==> src/design/vfc_pkg.sv <==
`default_nettype none

package vfc_pkg;

    localparam int MAX_VERTEX_WORDS = 32;
    localparam int MAX_TEXTURE_SETS = 8;

    localparam int WORD_W  = 32;
    localparam int COUNT_W = 5;
    localparam int POS_W   = 7;
    localparam int CFG_W   = 3;
    localparam int CFG_D_W = 4;

    localparam logic [WORD_W-1:0] WHITE_WORD = 32'hffffffff;

    localparam logic [CFG_W-1:0] CFG_POSITION_CLASS = 3'd0;
    localparam logic [CFG_W-1:0] CFG_SOURCE_FLAGS   = 3'd1;
    localparam logic [CFG_W-1:0] CFG_DEST_FLAGS     = 3'd2;
    localparam logic [CFG_W-1:0] CFG_SOURCE_SETS    = 3'd3;
    localparam logic [CFG_W-1:0] CFG_DEST_SETS      = 3'd4;

    typedef struct packed {
        logic [WORD_W-1:0] source_word;
        logic              last_vertex_in_batch;
    } vfc_in_t;

    typedef struct packed {
        logic [WORD_W-1:0] dest_word;
        logic              end_of_vertex;
        logic              end_of_batch;
        logic              format_error;
    } vfc_out_t;

    typedef enum logic [2:0] {
        OP_CHECK,
        OP_POS,
        OP_ATTR,
        OP_TEX,
        OP_HALT
    } vfc_op_t;

    typedef enum logic [1:0] {
        SEL_MEM,
        SEL_ZERO,
        SEL_WHITE
    } vfc_sel_t;

    typedef struct packed {
        vfc_op_t    op;
        logic [1:0] flag_bit;
        logic [1:0] width;
        vfc_sel_t   fill;
    } vfc_ucode_t;

    typedef struct packed {
        vfc_sel_t         sel;
        logic             end_of_vertex;
        logic             end_of_batch;
        logic             format_error;
    } vfc_req_t;

    // conversion program, one control word per field group
    function automatic vfc_ucode_t ucode(input logic [2:0] step);
        vfc_ucode_t cw;
        case (step)
            3'd0:    cw = '{op: OP_CHECK, flag_bit: 2'd0, width: 2'd0, fill: SEL_ZERO};
            3'd1:    cw = '{op: OP_POS,   flag_bit: 2'd0, width: 2'd0, fill: SEL_ZERO};
            3'd2:    cw = '{op: OP_ATTR,  flag_bit: 2'd0, width: 2'd1, fill: SEL_ZERO};
            3'd3:    cw = '{op: OP_ATTR,  flag_bit: 2'd1, width: 2'd3, fill: SEL_ZERO};
            3'd4:    cw = '{op: OP_ATTR,  flag_bit: 2'd2, width: 2'd1, fill: SEL_WHITE};
            3'd5:    cw = '{op: OP_ATTR,  flag_bit: 2'd3, width: 2'd1, fill: SEL_WHITE};
            3'd6:    cw = '{op: OP_TEX,   flag_bit: 2'd0, width: 2'd0, fill: SEL_ZERO};
            default: cw = '{op: OP_HALT,  flag_bit: 2'd0, width: 2'd0, fill: SEL_ZERO};
        endcase
        return cw;
    endfunction

    function automatic logic [3:0] pos_words(input logic [2:0] pc);
        logic [3:0] n;
        case (pc)
            3'd0:    n = 4'd0;
            3'd1:    n = 4'd3;
            3'd2:    n = 4'd4;
            3'd3:    n = 4'd4;
            3'd4:    n = 4'd5;
            3'd5:    n = 4'd6;
            3'd6:    n = 4'd7;
            default: n = 4'd8;
        endcase
        return n;
    endfunction

    function automatic logic [3:0] sat_sets(input logic [3:0] n);
        return (n > 4'(MAX_TEXTURE_SETS)) ? 4'(MAX_TEXTURE_SETS) : n;
    endfunction

    // sets must already be saturated
    function automatic logic [COUNT_W-1:0] layout_size(input logic [2:0] pc,
                                                       input logic [3:0] flags,
                                                       input logic [3:0] sets);
        logic [COUNT_W-1:0] n;
        n = COUNT_W'(pos_words(pc)) + COUNT_W'(flags[0]) + (flags[1] ? 5'd3 : 5'd0)
            + COUNT_W'(flags[2]) + COUNT_W'(flags[3]) + {sets, 1'b0};
        return n;
    endfunction

endpackage

`default_nettype wire

==> src/design/vfc_ram.sv <==
`default_nettype none

module vfc_ram #(
    parameter int WIDTH = 32,
    parameter int DEPTH = 32
) (
    input  wire logic                     clk,
    input  wire logic                     we,
    input  wire logic [$clog2(DEPTH)-1:0] waddr,
    input  wire logic [WIDTH-1:0]         wdata,
    input  wire logic                     re,
    input  wire logic [$clog2(DEPTH)-1:0] raddr,
    output logic      [WIDTH-1:0]         rdata
);

    logic [WIDTH-1:0] mem_reg [DEPTH];
    logic [WIDTH-1:0] rdata_reg;

    always_ff @(posedge clk)
    begin
        if (we)
        begin
            mem_reg[waddr] <= wdata;
        end
        if (re)
        begin
            rdata_reg <= mem_reg[raddr];
        end
    end

    assign rdata = rdata_reg;

endmodule

`default_nettype wire

==> src/design/vertex_format_converter_unit.sv <==
// source words: one per cycle while collecting; stalled while a vertex is converted
// conversion: a program of 8 steps emits the destination words in turn, only a format error word on error
// read port and output register overlap: one word per cycle within a field group unless dst_stall holds it,
// with a step change that emits nothing between groups
// reset: format registers to defaults, word count cleared, no buffer clearing pass
`default_nettype none

module vertex_format_converter_unit #(
    parameter int MAX_VERTEX_WORDS = vfc_pkg::MAX_VERTEX_WORDS
) (
    input  wire logic                          clk,
    input  wire logic                          rst_n,
    input  wire logic                          src_valid,
    output logic                               src_stall,
    input  wire vfc_pkg::vfc_in_t              src_data,
    output logic                               dst_valid,
    input  wire logic                          dst_stall,
    output vfc_pkg::vfc_out_t                  dst_data,
    input  wire logic                          cfg_we,
    input  wire logic [vfc_pkg::CFG_W-1:0]     cfg_index,
    input  wire logic [vfc_pkg::CFG_D_W-1:0]   cfg_data
);

    localparam int ADDR_W   = $clog2(MAX_VERTEX_WORDS);
    localparam int POS_W    = vfc_pkg::POS_W;
    localparam int CNT_W    = vfc_pkg::COUNT_W;
    localparam int WORD_W_L = vfc_pkg::WORD_W;

    // format registers
    logic [2:0] pos_class_reg, pos_class_next;
    logic [3:0] src_flags_reg, src_flags_next;
    logic [3:0] dst_flags_reg, dst_flags_next;
    logic [3:0] src_sets_reg, src_sets_next;
    logic [3:0] dst_sets_reg, dst_sets_next;

    // collect side
    logic [CNT_W-1:0] word_count_reg, word_count_next;
    logic             last_reg, last_next;

    // sequencer
    logic             busy_reg, busy_next;
    logic [2:0]       step_reg, step_next;
    logic [CNT_W-1:0] rep_reg, rep_next;
    logic [POS_W-1:0] src_ptr_reg, src_ptr_next;
    logic [CNT_W-1:0] emit_cnt_reg, emit_cnt_next;

    // read stage and output register
    logic              pend_valid_reg, pend_valid_next;
    vfc_pkg::vfc_req_t pend_reg, pend_next;
    logic              out_valid_reg, out_valid_next;
    vfc_pkg::vfc_out_t out_reg, out_next;

    logic [3:0]        src_sets, dst_sets;
    logic [CNT_W-1:0]  src_size, dst_size;
    logic              fmt_err;
    logic              src_accept;
    logic [CNT_W:0]    idx_inc;
    logic              vertex_done;
    logic              ram_we;
    logic [WORD_W_L-1:0] ram_rdata;
    logic [POS_W-1:0]  rd_pos;
    logic [ADDR_W-1:0] rd_addr;
    logic              advance;
    logic              out_free;
    logic              emit;
    logic [CNT_W-1:0]  step_len;
    vfc_pkg::vfc_ucode_t cw;
    vfc_pkg::vfc_req_t req;
    logic              src_has, dst_has;
    logic [3:0]        set_i;
    logic [POS_W-1:0]  tex_base;

    assign src_sets = vfc_pkg::sat_sets(src_sets_reg);
    assign dst_sets = vfc_pkg::sat_sets(dst_sets_reg);
    assign src_size = vfc_pkg::layout_size(pos_class_reg, src_flags_reg, src_sets);
    assign dst_size = vfc_pkg::layout_size(pos_class_reg, dst_flags_reg, dst_sets);
    assign fmt_err  = (dst_flags_reg[1] && !src_flags_reg[1])
                   || ((dst_sets > src_sets) && (src_sets == 4'd0));

    assign src_stall  = busy_reg;
    assign src_accept = src_valid && !busy_reg;
    assign idx_inc    = {1'b0, word_count_reg} + (CNT_W+1)'(1);
    // an empty source layout still takes one word
    assign vertex_done = (src_size == '0) ? 1'b1 : (idx_inc >= {1'b0, src_size});
    assign ram_we = src_accept
                 && ((POS_W'(word_count_reg)) < POS_W'(MAX_VERTEX_WORDS));

    assign out_free = !out_valid_reg || !dst_stall;
    assign advance  = !pend_valid_reg || out_free;

    assign cw      = vfc_pkg::ucode(step_reg);
    assign src_has = src_flags_reg[cw.flag_bit];
    assign dst_has = dst_flags_reg[cw.flag_bit];
    assign set_i   = rep_reg[CNT_W-1:1];
    assign tex_base = (set_i < src_sets) ? src_ptr_reg + POS_W'({set_i, 1'b0}) : src_ptr_reg;

    always_comb
    begin
        case (cw.op)
            vfc_pkg::OP_CHECK: step_len = fmt_err ? CNT_W'(1) : '0;
            vfc_pkg::OP_POS:   step_len = CNT_W'(vfc_pkg::pos_words(pos_class_reg));
            vfc_pkg::OP_ATTR:  step_len = dst_has ? CNT_W'(cw.width) : '0;
            vfc_pkg::OP_TEX:   step_len = {dst_sets, 1'b0};
            default:           step_len = '0;
        endcase

        case (cw.op)
            vfc_pkg::OP_ATTR: rd_pos = src_ptr_reg + POS_W'(rep_reg);
            vfc_pkg::OP_TEX:  rd_pos = tex_base + POS_W'(rep_reg[0]);
            default:          rd_pos = POS_W'(rep_reg);
        endcase

        emit = busy_reg && (rep_reg < step_len);

        req.format_error  = (cw.op == vfc_pkg::OP_CHECK);
        req.end_of_vertex = req.format_error || ((emit_cnt_reg + CNT_W'(1)) == dst_size);
        req.end_of_batch  = req.end_of_vertex && last_reg;
        if (cw.op == vfc_pkg::OP_CHECK)
        begin
            req.sel = vfc_pkg::SEL_ZERO;
        end
        else if ((cw.op == vfc_pkg::OP_ATTR) && !src_has)
        begin
            req.sel = cw.fill;
        end
        else if (rd_pos < POS_W'(MAX_VERTEX_WORDS))
        begin
            req.sel = vfc_pkg::SEL_MEM;
        end
        else
        begin
            req.sel = vfc_pkg::SEL_ZERO;
        end
    end

    assign rd_addr = ADDR_W'(rd_pos);

    vfc_ram #(
        .WIDTH (WORD_W_L),
        .DEPTH (MAX_VERTEX_WORDS)
    ) u_buf (
        .clk   (clk),
        .we    (ram_we),
        .waddr (ADDR_W'(word_count_reg)),
        .wdata (src_data.source_word),
        .re    (advance),
        .raddr (rd_addr),
        .rdata (ram_rdata)
    );

    always_comb
    begin
        pos_class_next = pos_class_reg;
        src_flags_next = src_flags_reg;
        dst_flags_next = dst_flags_reg;
        src_sets_next  = src_sets_reg;
        dst_sets_next  = dst_sets_reg;
        if (cfg_we)
        begin
            case (cfg_index)
                vfc_pkg::CFG_POSITION_CLASS: pos_class_next = cfg_data[2:0];
                vfc_pkg::CFG_SOURCE_FLAGS:   src_flags_next = cfg_data;
                vfc_pkg::CFG_DEST_FLAGS:     dst_flags_next = cfg_data;
                vfc_pkg::CFG_SOURCE_SETS:    src_sets_next  = cfg_data;
                vfc_pkg::CFG_DEST_SETS:      dst_sets_next  = cfg_data;
                default:                     ;
            endcase
        end

        word_count_next = word_count_reg;
        last_next       = last_reg;
        busy_next       = busy_reg;
        step_next       = step_reg;
        rep_next        = rep_reg;
        src_ptr_next    = src_ptr_reg;
        emit_cnt_next   = emit_cnt_reg;

        if (src_accept)
        begin
            if (vertex_done)
            begin
                word_count_next = '0;
                last_next       = src_data.last_vertex_in_batch;
                busy_next       = 1'b1;
                step_next       = '0;
                rep_next        = '0;
                src_ptr_next    = '0;
                emit_cnt_next   = '0;
            end
            else
            begin
                word_count_next = idx_inc[CNT_W-1:0];
            end
        end
        else if (busy_reg && advance)
        begin
            if (emit)
            begin
                rep_next      = rep_reg + CNT_W'(1);
                emit_cnt_next = emit_cnt_reg + CNT_W'(1);
            end
            else if ((cw.op == vfc_pkg::OP_HALT)
                  || ((cw.op == vfc_pkg::OP_CHECK) && fmt_err))
            begin
                busy_next = 1'b0;
            end
            else
            begin
                // step finished: move past the source words of this field group
                step_next = step_reg + 3'd1;
                rep_next  = '0;
                case (cw.op)
                    vfc_pkg::OP_POS:
                        src_ptr_next = POS_W'(vfc_pkg::pos_words(pos_class_reg));
                    vfc_pkg::OP_ATTR:
                        src_ptr_next = src_has ? src_ptr_reg + POS_W'(cw.width) : src_ptr_reg;
                    default:
                        src_ptr_next = src_ptr_reg;
                endcase
            end
        end

        pend_valid_next = pend_valid_reg;
        pend_next       = pend_reg;
        if (advance)
        begin
            pend_valid_next = emit;
            pend_next       = req;
        end

        out_valid_next = out_valid_reg;
        out_next       = out_reg;
        if (out_free)
        begin
            out_valid_next = pend_valid_reg;
            if (pend_valid_reg)
            begin
                case (pend_reg.sel)
                    vfc_pkg::SEL_MEM:   out_next.dest_word = ram_rdata;
                    vfc_pkg::SEL_WHITE: out_next.dest_word = vfc_pkg::WHITE_WORD;
                    default:            out_next.dest_word = '0;
                endcase
                out_next.end_of_vertex = pend_reg.end_of_vertex;
                out_next.end_of_batch  = pend_reg.end_of_batch;
                out_next.format_error  = pend_reg.format_error;
            end
        end
    end

    always_ff @(posedge clk or negedge rst_n)
    begin
        if (!rst_n)
        begin
            pos_class_reg  <= 3'd1;
            src_flags_reg  <= '0;
            dst_flags_reg  <= '0;
            src_sets_reg   <= '0;
            dst_sets_reg   <= '0;
            word_count_reg <= '0;
            busy_reg       <= 1'b0;
            step_reg       <= '0;
            rep_reg        <= '0;
            emit_cnt_reg   <= '0;
            pend_valid_reg <= 1'b0;
            out_valid_reg  <= 1'b0;
        end
        else
        begin
            pos_class_reg  <= pos_class_next;
            src_flags_reg  <= src_flags_next;
            dst_flags_reg  <= dst_flags_next;
            src_sets_reg   <= src_sets_next;
            dst_sets_reg   <= dst_sets_next;
            word_count_reg <= word_count_next;
            busy_reg       <= busy_next;
            step_reg       <= step_next;
            rep_reg        <= rep_next;
            emit_cnt_reg   <= emit_cnt_next;
            pend_valid_reg <= pend_valid_next;
            out_valid_reg  <= out_valid_next;
        end
    end

    always_ff @(posedge clk)
    begin
        last_reg    <= last_next;
        src_ptr_reg <= src_ptr_next;
        pend_reg    <= pend_next;
        out_reg     <= out_next;
    end

    assign dst_valid = out_valid_reg;
    assign dst_data  = out_reg;

endmodule

`default_nettype wire
==> config.mk <==
export PLATFORM = sky130hd
export DESIGN_NAME = vertex_format_converter_unit
export DESIGN_NICKNAME = d
export VERILOG_FILES = /design/src/design/vfc_pkg.sv /design/src/design/vfc_ram.sv /design/src/design/vertex_format_converter_unit.sv
export SDC_FILE = /design/constraint.sdc
export NUM_CORES = 2
export LEC_CHECK = 0
export BUFFER_PORTS_ARGS = -buffer_cell sky130_fd_sc_hd__buf_2
export CORE_AREA = 2 2 330 332
export CTS_CLUSTER_SIZE = 40
export DETAILED_ROUTE_END_ITERATION = 12
export DIE_AREA = 0 0 332 334
export PLACE_DENSITY_LB_ADDON = 0.05
export SYNTH_ARGS = -nofsm -noshare
export SYNTH_HDL_FRONTEND = slang
export SYNTH_SLANG_ARGS = --single-unit
==> constraint.sdc <==
create_clock -name clk -period 5.2 [get_ports clk]
set_input_delay 1.04 -clock clk [delete_from_list [all_inputs] [get_ports clk]]
set_output_delay 1.04 -clock clk [all_outputs]
set_load 0.005 [all_outputs]
=== After elaboration in Yosys (flattened, before gate mapping) ===
Memories as Yosys holds them, arrays and structs flattened. A register that Yosys moved wholly into a read port is not among the register bits.
Index checks and enable logic that the tools add are counted.

* Muxes and demuxes: 47
* Magnitude comparators: 8
* Eq/ne operators: 27
* Reduce and logical (&&, ||, !) cells: 43
* Add/sub/neg operators: 18

{| class="wikitable"
|+ Operators by type and width
! operator !! number
|-
| $pmux 32 s2 || 1
|-
| $pmux 9 s7 || 1
|-
| $mux 7 || 7
|-
| $mux 5 || 9
|-
| $pmux 7 s2 || 2
|-
| $eq 3x2->1 const B || 8
|-
| $eq 3x3->1 const B || 8
|-
| $pmux 4 s6 || 1
|-
| $add 5x1->5 || 4
|-
| $pmux 5 s4 || 1
|-
| $mux 3 || 5
|-
| $add 7x5->7 || 2
|-
| $reduce_and 2->1 || 7
|-
| $eq 3x1->1 const B || 4
|-
| $logic_not 3->1 || 4
|-
| $mux 1 || 12
|-
| $add 4x1->5 || 2
|-
| $add 5x1->5 const B || 2
|-
| $add 5x2->5 || 2
|-
| $add 5x5->5 || 2
|-
| $gt 4x4->1 const B || 2
|-
| $logic_and 1x1->1 || 8
|-
| $mux 2 || 4
|-
| $mux 4 || 2
|-
| 26 further kinds || 43
|}

* Memories: 1
* Output and inout bits: 37
* Input port bits: 45
* RAM bits: 1,024
* Flip-flop bits (word level): 88

{| class="wikitable"
|+ Memories
! name !! depth !! bits a word !! rd ports !! clocked after Yosys merged registers in !! write ports !! RTL line !! RTL
|-
| u_buf.mem_reg || 32 || 32 || 1 || 1 || 1 || vfc_ram.sv:16 || <nowiki>logic [WIDTH-1:0] mem_reg [DEPTH];</nowiki>
|}

=== Depth between registers and ports, before layout ===
* Word-level depth: 12
* Depth in mapped cells: 19
* Gate-level depth less buffers: 18

=== Modules after synthesis ===
Synthesis repeated with hierarchy kept, for this count alone.

* Cell total of the unflattened synthesis: 2,820
* Area total of the unflattened synthesis: 46,545.9 um^2

{| class="wikitable"
|+ By module, submodules not included
! module !! cells an instance !! instances !! area an instance (um^2)
|-
| vfc_ram || 2,260 || 1 || 40,812.9
|-
| vertex_format_converter_unit || 560 || 1 || 5,733.0
|}

=== Least setup slack after synthesis ===
No wires, ideal clock.

* Kind: register -> register
* Start point: reg step_reg[0]
* End point: reg src_ptr_reg[0], enable pin
* Arrival: 3.920 ns
* Clock period less this slack: 4.301 ns
* Path buffers: 1
* Setup slack: 0.899 ns
* Data required time: 4.819 ns
* Cell stages (with the launch flop): 17
* Library setup time: 0.381 ns
* Cells stage by stage: dfrtp_1 ha_1 nor2b_2 o31ai_1 a21oi_1 nor4_1 o21a_1 a221oi_1 ha_1 o2111ai_1 nand2_1 o21ai_0 nor4_2 a21oi_2 or4_1 clkbuf_1 o21ai_0

* Longest elaborated chain between the ends: 10
* Elaborated cells on any way between the ends: 28
* Classes of those cells: order compare: 1; eq/ne: 13; mux: 7; reduce/logical: 7

{| class="wikitable"
|+ Ends and longest elaborated chain
! what !! RTL line !! RTL
|-
| start: declaration || vertex_format_converter_unit.sv:42 || <nowiki>logic [2:0] step_reg, step_next;</nowiki>
|-
| start signal: assignment || vertex_format_converter_unit.sv:276 || <nowiki>step_reg <= step_next;</nowiki>
|-
| $eq 3x3->1 (tied with other cells) || vfc_pkg.sv:65 || <nowiki>case (step)</nowiki>
|-
| $pmux 9 s7 (*) || vfc_pkg.sv:65 ||
|-
| $bmux 1 s2 || vertex_format_converter_unit.sv:93 || <nowiki>assign dst_has = dst_flags_reg[cw.flag_bit];</nowiki>
|-
| $mux 1 (implied by the code) || vertex_format_converter_unit.sv:93 ||
|-
| $mux 2 || vertex_format_converter_unit.sv:102 || <nowiki>vfc_pkg::OP_ATTR: step_len = dst_has ? CNT_W'(cw.width) : '0;</nowiki>
|-
| $pmux 5 s4 || vertex_format_converter_unit.sv:99 || <nowiki>case (cw.op)</nowiki>
|-
| $lt 5x5->1 || vertex_format_converter_unit.sv:113 || <nowiki>emit = busy_reg && (rep_reg < step_len);</nowiki>
|-
| $logic_and 1x1->1 || vertex_format_converter_unit.sv:113 ||
|-
| $ne 2x2->1 (no source line) || - ||
|-
| $reduce_and 6->1 (no source line) (*) || - ||
|-
| end signal: assignment || vertex_format_converter_unit.sv:287 || <nowiki>src_ptr_reg <= src_ptr_next;</nowiki>
|-
| end: declaration || vertex_format_converter_unit.sv:44 || <nowiki>logic [POS_W-1:0] src_ptr_reg, src_ptr_next;</nowiki>
|}

Mark *: on every way between the ends. The rest lies on a longest branch, timed or not. The select of a mux whose other input is x is not followed.
A chain may end at the register's enable or synchronous reset.

=== Final worst setup path ===
* Start point: reg src_sets_reg[3]
* End point: reg u_buf.rdata_reg[6] (netlist: u_buf.rdata[6]), read port of u_buf.mem_reg (data pin)

* Longest elaborated chain between the ends: 6

{| class="wikitable"
|+ Ends and longest elaborated chain
! what !! RTL line !! RTL
|-
| start: declaration || vertex_format_converter_unit.sv:33 || <nowiki>logic [3:0] src_sets_reg, src_sets_next;</nowiki>
|-
| start signal: assignment || vertex_format_converter_unit.sv:272 || <nowiki>src_sets_reg <= src_sets_next;</nowiki>
|-
| $gt 4x4->1 || vfc_pkg.sv:94 || <nowiki>return (n > 4'(MAX_TEXTURE_SETS)) ? 4'(MAX_TEXTURE_SETS) : n;</nowiki>
|-
| $mux 4 (*) || vfc_pkg.sv:94 ||
|-
| $lt 4x4->1 (*) || vertex_format_converter_unit.sv:95 || <nowiki>assign tex_base = (set_i < src_sets) ? src_ptr_reg + POS_W'({set_i, 1'b0}) : src_ptr_reg;</nowiki>
|-
| $mux 7 (*) || vertex_format_converter_unit.sv:95 ||
|-
| $add 7x1->7 (*) || vertex_format_converter_unit.sv:109 || <nowiki>vfc_pkg::OP_TEX: rd_pos = tex_base + POS_W'(rep_reg[0]);</nowiki>
|-
| $pmux 7 s2 (*) || vertex_format_converter_unit.sv:107 || <nowiki>case (cw.op)</nowiki>
|-
| end: declaration || vfc_ram.sv:17 || <nowiki>logic [WIDTH-1:0] rdata_reg;</nowiki>
|}

Mark *: on every way between the ends. The rest lies on a longest branch, timed or not.

==> impl_metrics.json <==
{
  "status": "complete, no violations",
  "slowest_stage": "dfrtp_1",
  "htree_levels": 3,
  "hold_viol_final": 0,
  "async_reset_ff_frac": 0.0350,
  "yosysWarningCount": 0,
  "cts_setup_buffers": 0,
  "cts_sinks": 1144,
  "layout_common_cells": "edfxtp_1, mux2i_1, clkbuf_16",
  "wire_per_inst_um": 27.4,
  "clk_pin_slew_worst_paths_ns": 0.06,
  "drive_gt1_frac": 0.151,
  "viasPerCell": 5.52,
  "rsz0062_at_grt": "no",
  "power_frac_seq": 0.354,
  "initial_core_util": 0.446,
  "crit_required_ns": 5.62,
  "io_pins": 82,
  "slew-limit-headroom": 0.244,
  "fin_skew_ns": 0.0443,
  "critical_path.max_stage_delay_ns": 0.45,
  "grt_max_degree": 54,
  "netlist_area_um2": 48100,
  "wl_um": 122000,
  "drtIter0Drc": 1721,
  "grt_pass1_wl_um": 175000,
  "worstPathCellList": "inv_1 > nand2_1 > ha_1 > o21ai_0 > o21bai_1 > a21o_1 > mux2_2 > ha_1 > nand2_1 > nor2_1 > xnor2_1 > o31ai_4 > buf_12 > buf_4 > mux2i_1 > mux2i_1 > mux2_2",
  "synth_top_area_cell": "edfxtp_1",
  "power.density_nw_per_um2": 580,
  "worst_setup_path_start_kind": "flop",
  "synth.top_cell.area_share": 0.689,
  "cts_made_buffers": 120,
  "fin_setup_tns_ns": 0,
  "vdd_drop_max_v": 0.000460,
  "yosysUniqueCellTypes": 65,
  "synthCells": 2764,
  "yosysSeqAreaShare": 0.710,
  "hold_class": "flop to flop",
  "setup_viol": 0,
  "fin_crit_sh": 0.908,
  "crit_type": "flop to flop",
  "maxCapViolCount": 0,
  "period_needed_ns": 4.72,
  "antenna_found_initial": 7,
  "cts_tree": "done",
  "area_growth_pct": 15.0,
  "dpl.hpwl_um": 68800,
  "grt_pass1_vias": 25200,
  "final_nets": 3050,
  "worstSetupEndpointType": "flop",
  "yosys-top-cells-area": "edfxtp_1, mux2i_1, dfrtp_1",
  "utilization": 0.513,
  "cp.arrival_ns": 5.14,
  "cts_resized": 0,
  "largest_reg_flops": 1024,
  "drtAntennaViolNets": 0,
  "core_area_um2": 108000,
  "synthFlopType": "edfxtp_1",
  "r2r_setup_slack_ns": 0.48,
  "cts_root_buf": "clkbuf_16",
  "p_leak_nw": 21.2,
  "die_w_um": 332,
  "tightest_slew_ns": 1.13,
  "drc": 0,
  "p_int_mw": 21.5,
  "final_common_cell": "edfxtp_1",
  "path_max_fanout": 38,
  "syn_nets": 2867,
  "dieHeight_um": 334,
  "synth.avg_cell_area_um2": 17.4,
  "p_switching_mw": 10.6,
  "ys_seq_elements": 1144,
  "max_freq_mhz": 212,
  "dr_total_vias": 24600,
  "io_buffers": 81,
  "clkPwrFrac": 0.264,
  "dieArea_um2": 111000,
  "fin_hold_ws_ns": 0.426,
  "grt_util_all_layers": 0.220,
  "clk_latency_ns": 0.71,
  "num_rows": 121,
  "grt_overflow": 0,
  "drt_pass1_iterations": 5,
  "gp_congestion": 0.822,
  "synth_edf_count": 1104,
  "cts_hold_buf": 0,
  "p_comb_frac": 0.382,
  "slew_violations": 0,
  "cts_buffer_depth": 3,
  "swShare": 0.329
}
[metal layers]
metal  wire [um]  global-route usage
met1       54600               0.302
met3        5770              0.0350
met4        2880              0.0622
met5          24                   0
met2       58900               0.364
[area by class of cell]
class / count / area (um^2)
repair buffers: 189 / 1800
fillers: 8793 / 52500
well taps: 1414 / 1770
clock inverters: 82 / 761
clock buffers: 142 / 3150
inverters: 30 / 113
flip-flops and latches: 1144 / 34200
diodes: 1 / 2.50
multi-input cells: 1462 / 13500
[kinds of logic (layout without fill, tap and decap cells)]
family / Yosys count / after routing / synth area share
and+or+nand+nor: 251 / 251 / 0.0238
buffers and inverters: 158 / 443 / 0.0152
AOI/OAI and AO/OA: 98 / 98 / 0.0140
xor gates and xnor gates: 36 / 36 / 0.00656
other: 0 / 1 / 0
adders and majority gates: 58 / 58 / 0.0168
DFF: 1144 / 1144 / 0.710
muxes: 1019 / 1019 / 0.213
[worst max-delay path: cells and delay by family, from the launching register on]
kind	cells	cell delay [ns]
adder cells (fa/ha/maj)	2	0.54
multiplexers	4	1.11
XOR/XNOR	1	0.17
flip-flops	1	0.45
AO/OA/AOI/OAI	4	0.90
buffers and inverters	3	0.93
AND/OR/NAND/NOR	3	0.26
[synthesized netlist by cell type, types with 5 or more instances]
master / number
edfxtp_1: 1104
mux2i_1: 966
nor2_1: 123
buf_2: 109
mux2_2: 51
ha_1: 47
nand2_1: 46
dfrtp_1: 39
inv_1: 30
xnor2_1: 24
a21oi_1: 20
nand3_1: 20
o21ai_0: 17
clkbuf_1: 15
a21o_1: 13
nor2b_1: 12
xor2_1: 12
fa_1: 11
nand2b_1: 9
nor3_1: 9
and3_1: 5
[power by group through the flow]
stage          Combinational [mW]  Sequential, mW  Clock [mW]
6_report                     12.3            11.4        8.47
5_1_grt                      13.2            11.4        9.05
4_1_cts                      12.4            11.4        8.66
3_5_place_dp                 12.4            11.6           0
3_3_place_gp                 12.3            11.6           0
2_1_floorplan                8.78            11.4           0
[metrics by stage]
| step | power (mW) | area, um^2 | setup WS (ns) | std cells |
|---|---|---|---|---|
| after floorplan | 20.1 | 48100 | 0.899 | 2764 |
| after global placement | 23.8 | 51400 | 0.407 | 4239 |
| after detailed placement | 23.9 | 51400 | 0.267 | 4239 |
| after CTS | 32.5 | 55300 | 0.239 | 4463 |
| after global routing | 33.7 | 55300 | 0.0584 | 4463 |
| final | 32.1 | 55300 | 0.478 | 4464 |
[final timing paths]
path                                              from                           to  depth (start not counted)
max                        src_sets_reg[3]$_DFFE_PN0P_     u_buf.rdata[6]$_DFFE_PN_                         17
min                              pend_reg[1]$_DFFE_PN_        dst_data[1]$_DFFE_PP_                          0
min reg2reg                      pend_reg[1]$_DFFE_PN_        dst_data[1]$_DFFE_PP_                          0
min in group asynchronous                        rst_n  emit_cnt_reg[4]$_DFFE_PN0P_                          1
max reg2reg                src_sets_reg[3]$_DFFE_PN0P_     u_buf.rdata[6]$_DFFE_PN_                         17
max in group asynchronous                        rst_n       rep_reg[1]$_DFFE_PN0P_                          1
No activity file was read; power rests on OpenSTA's default activity.
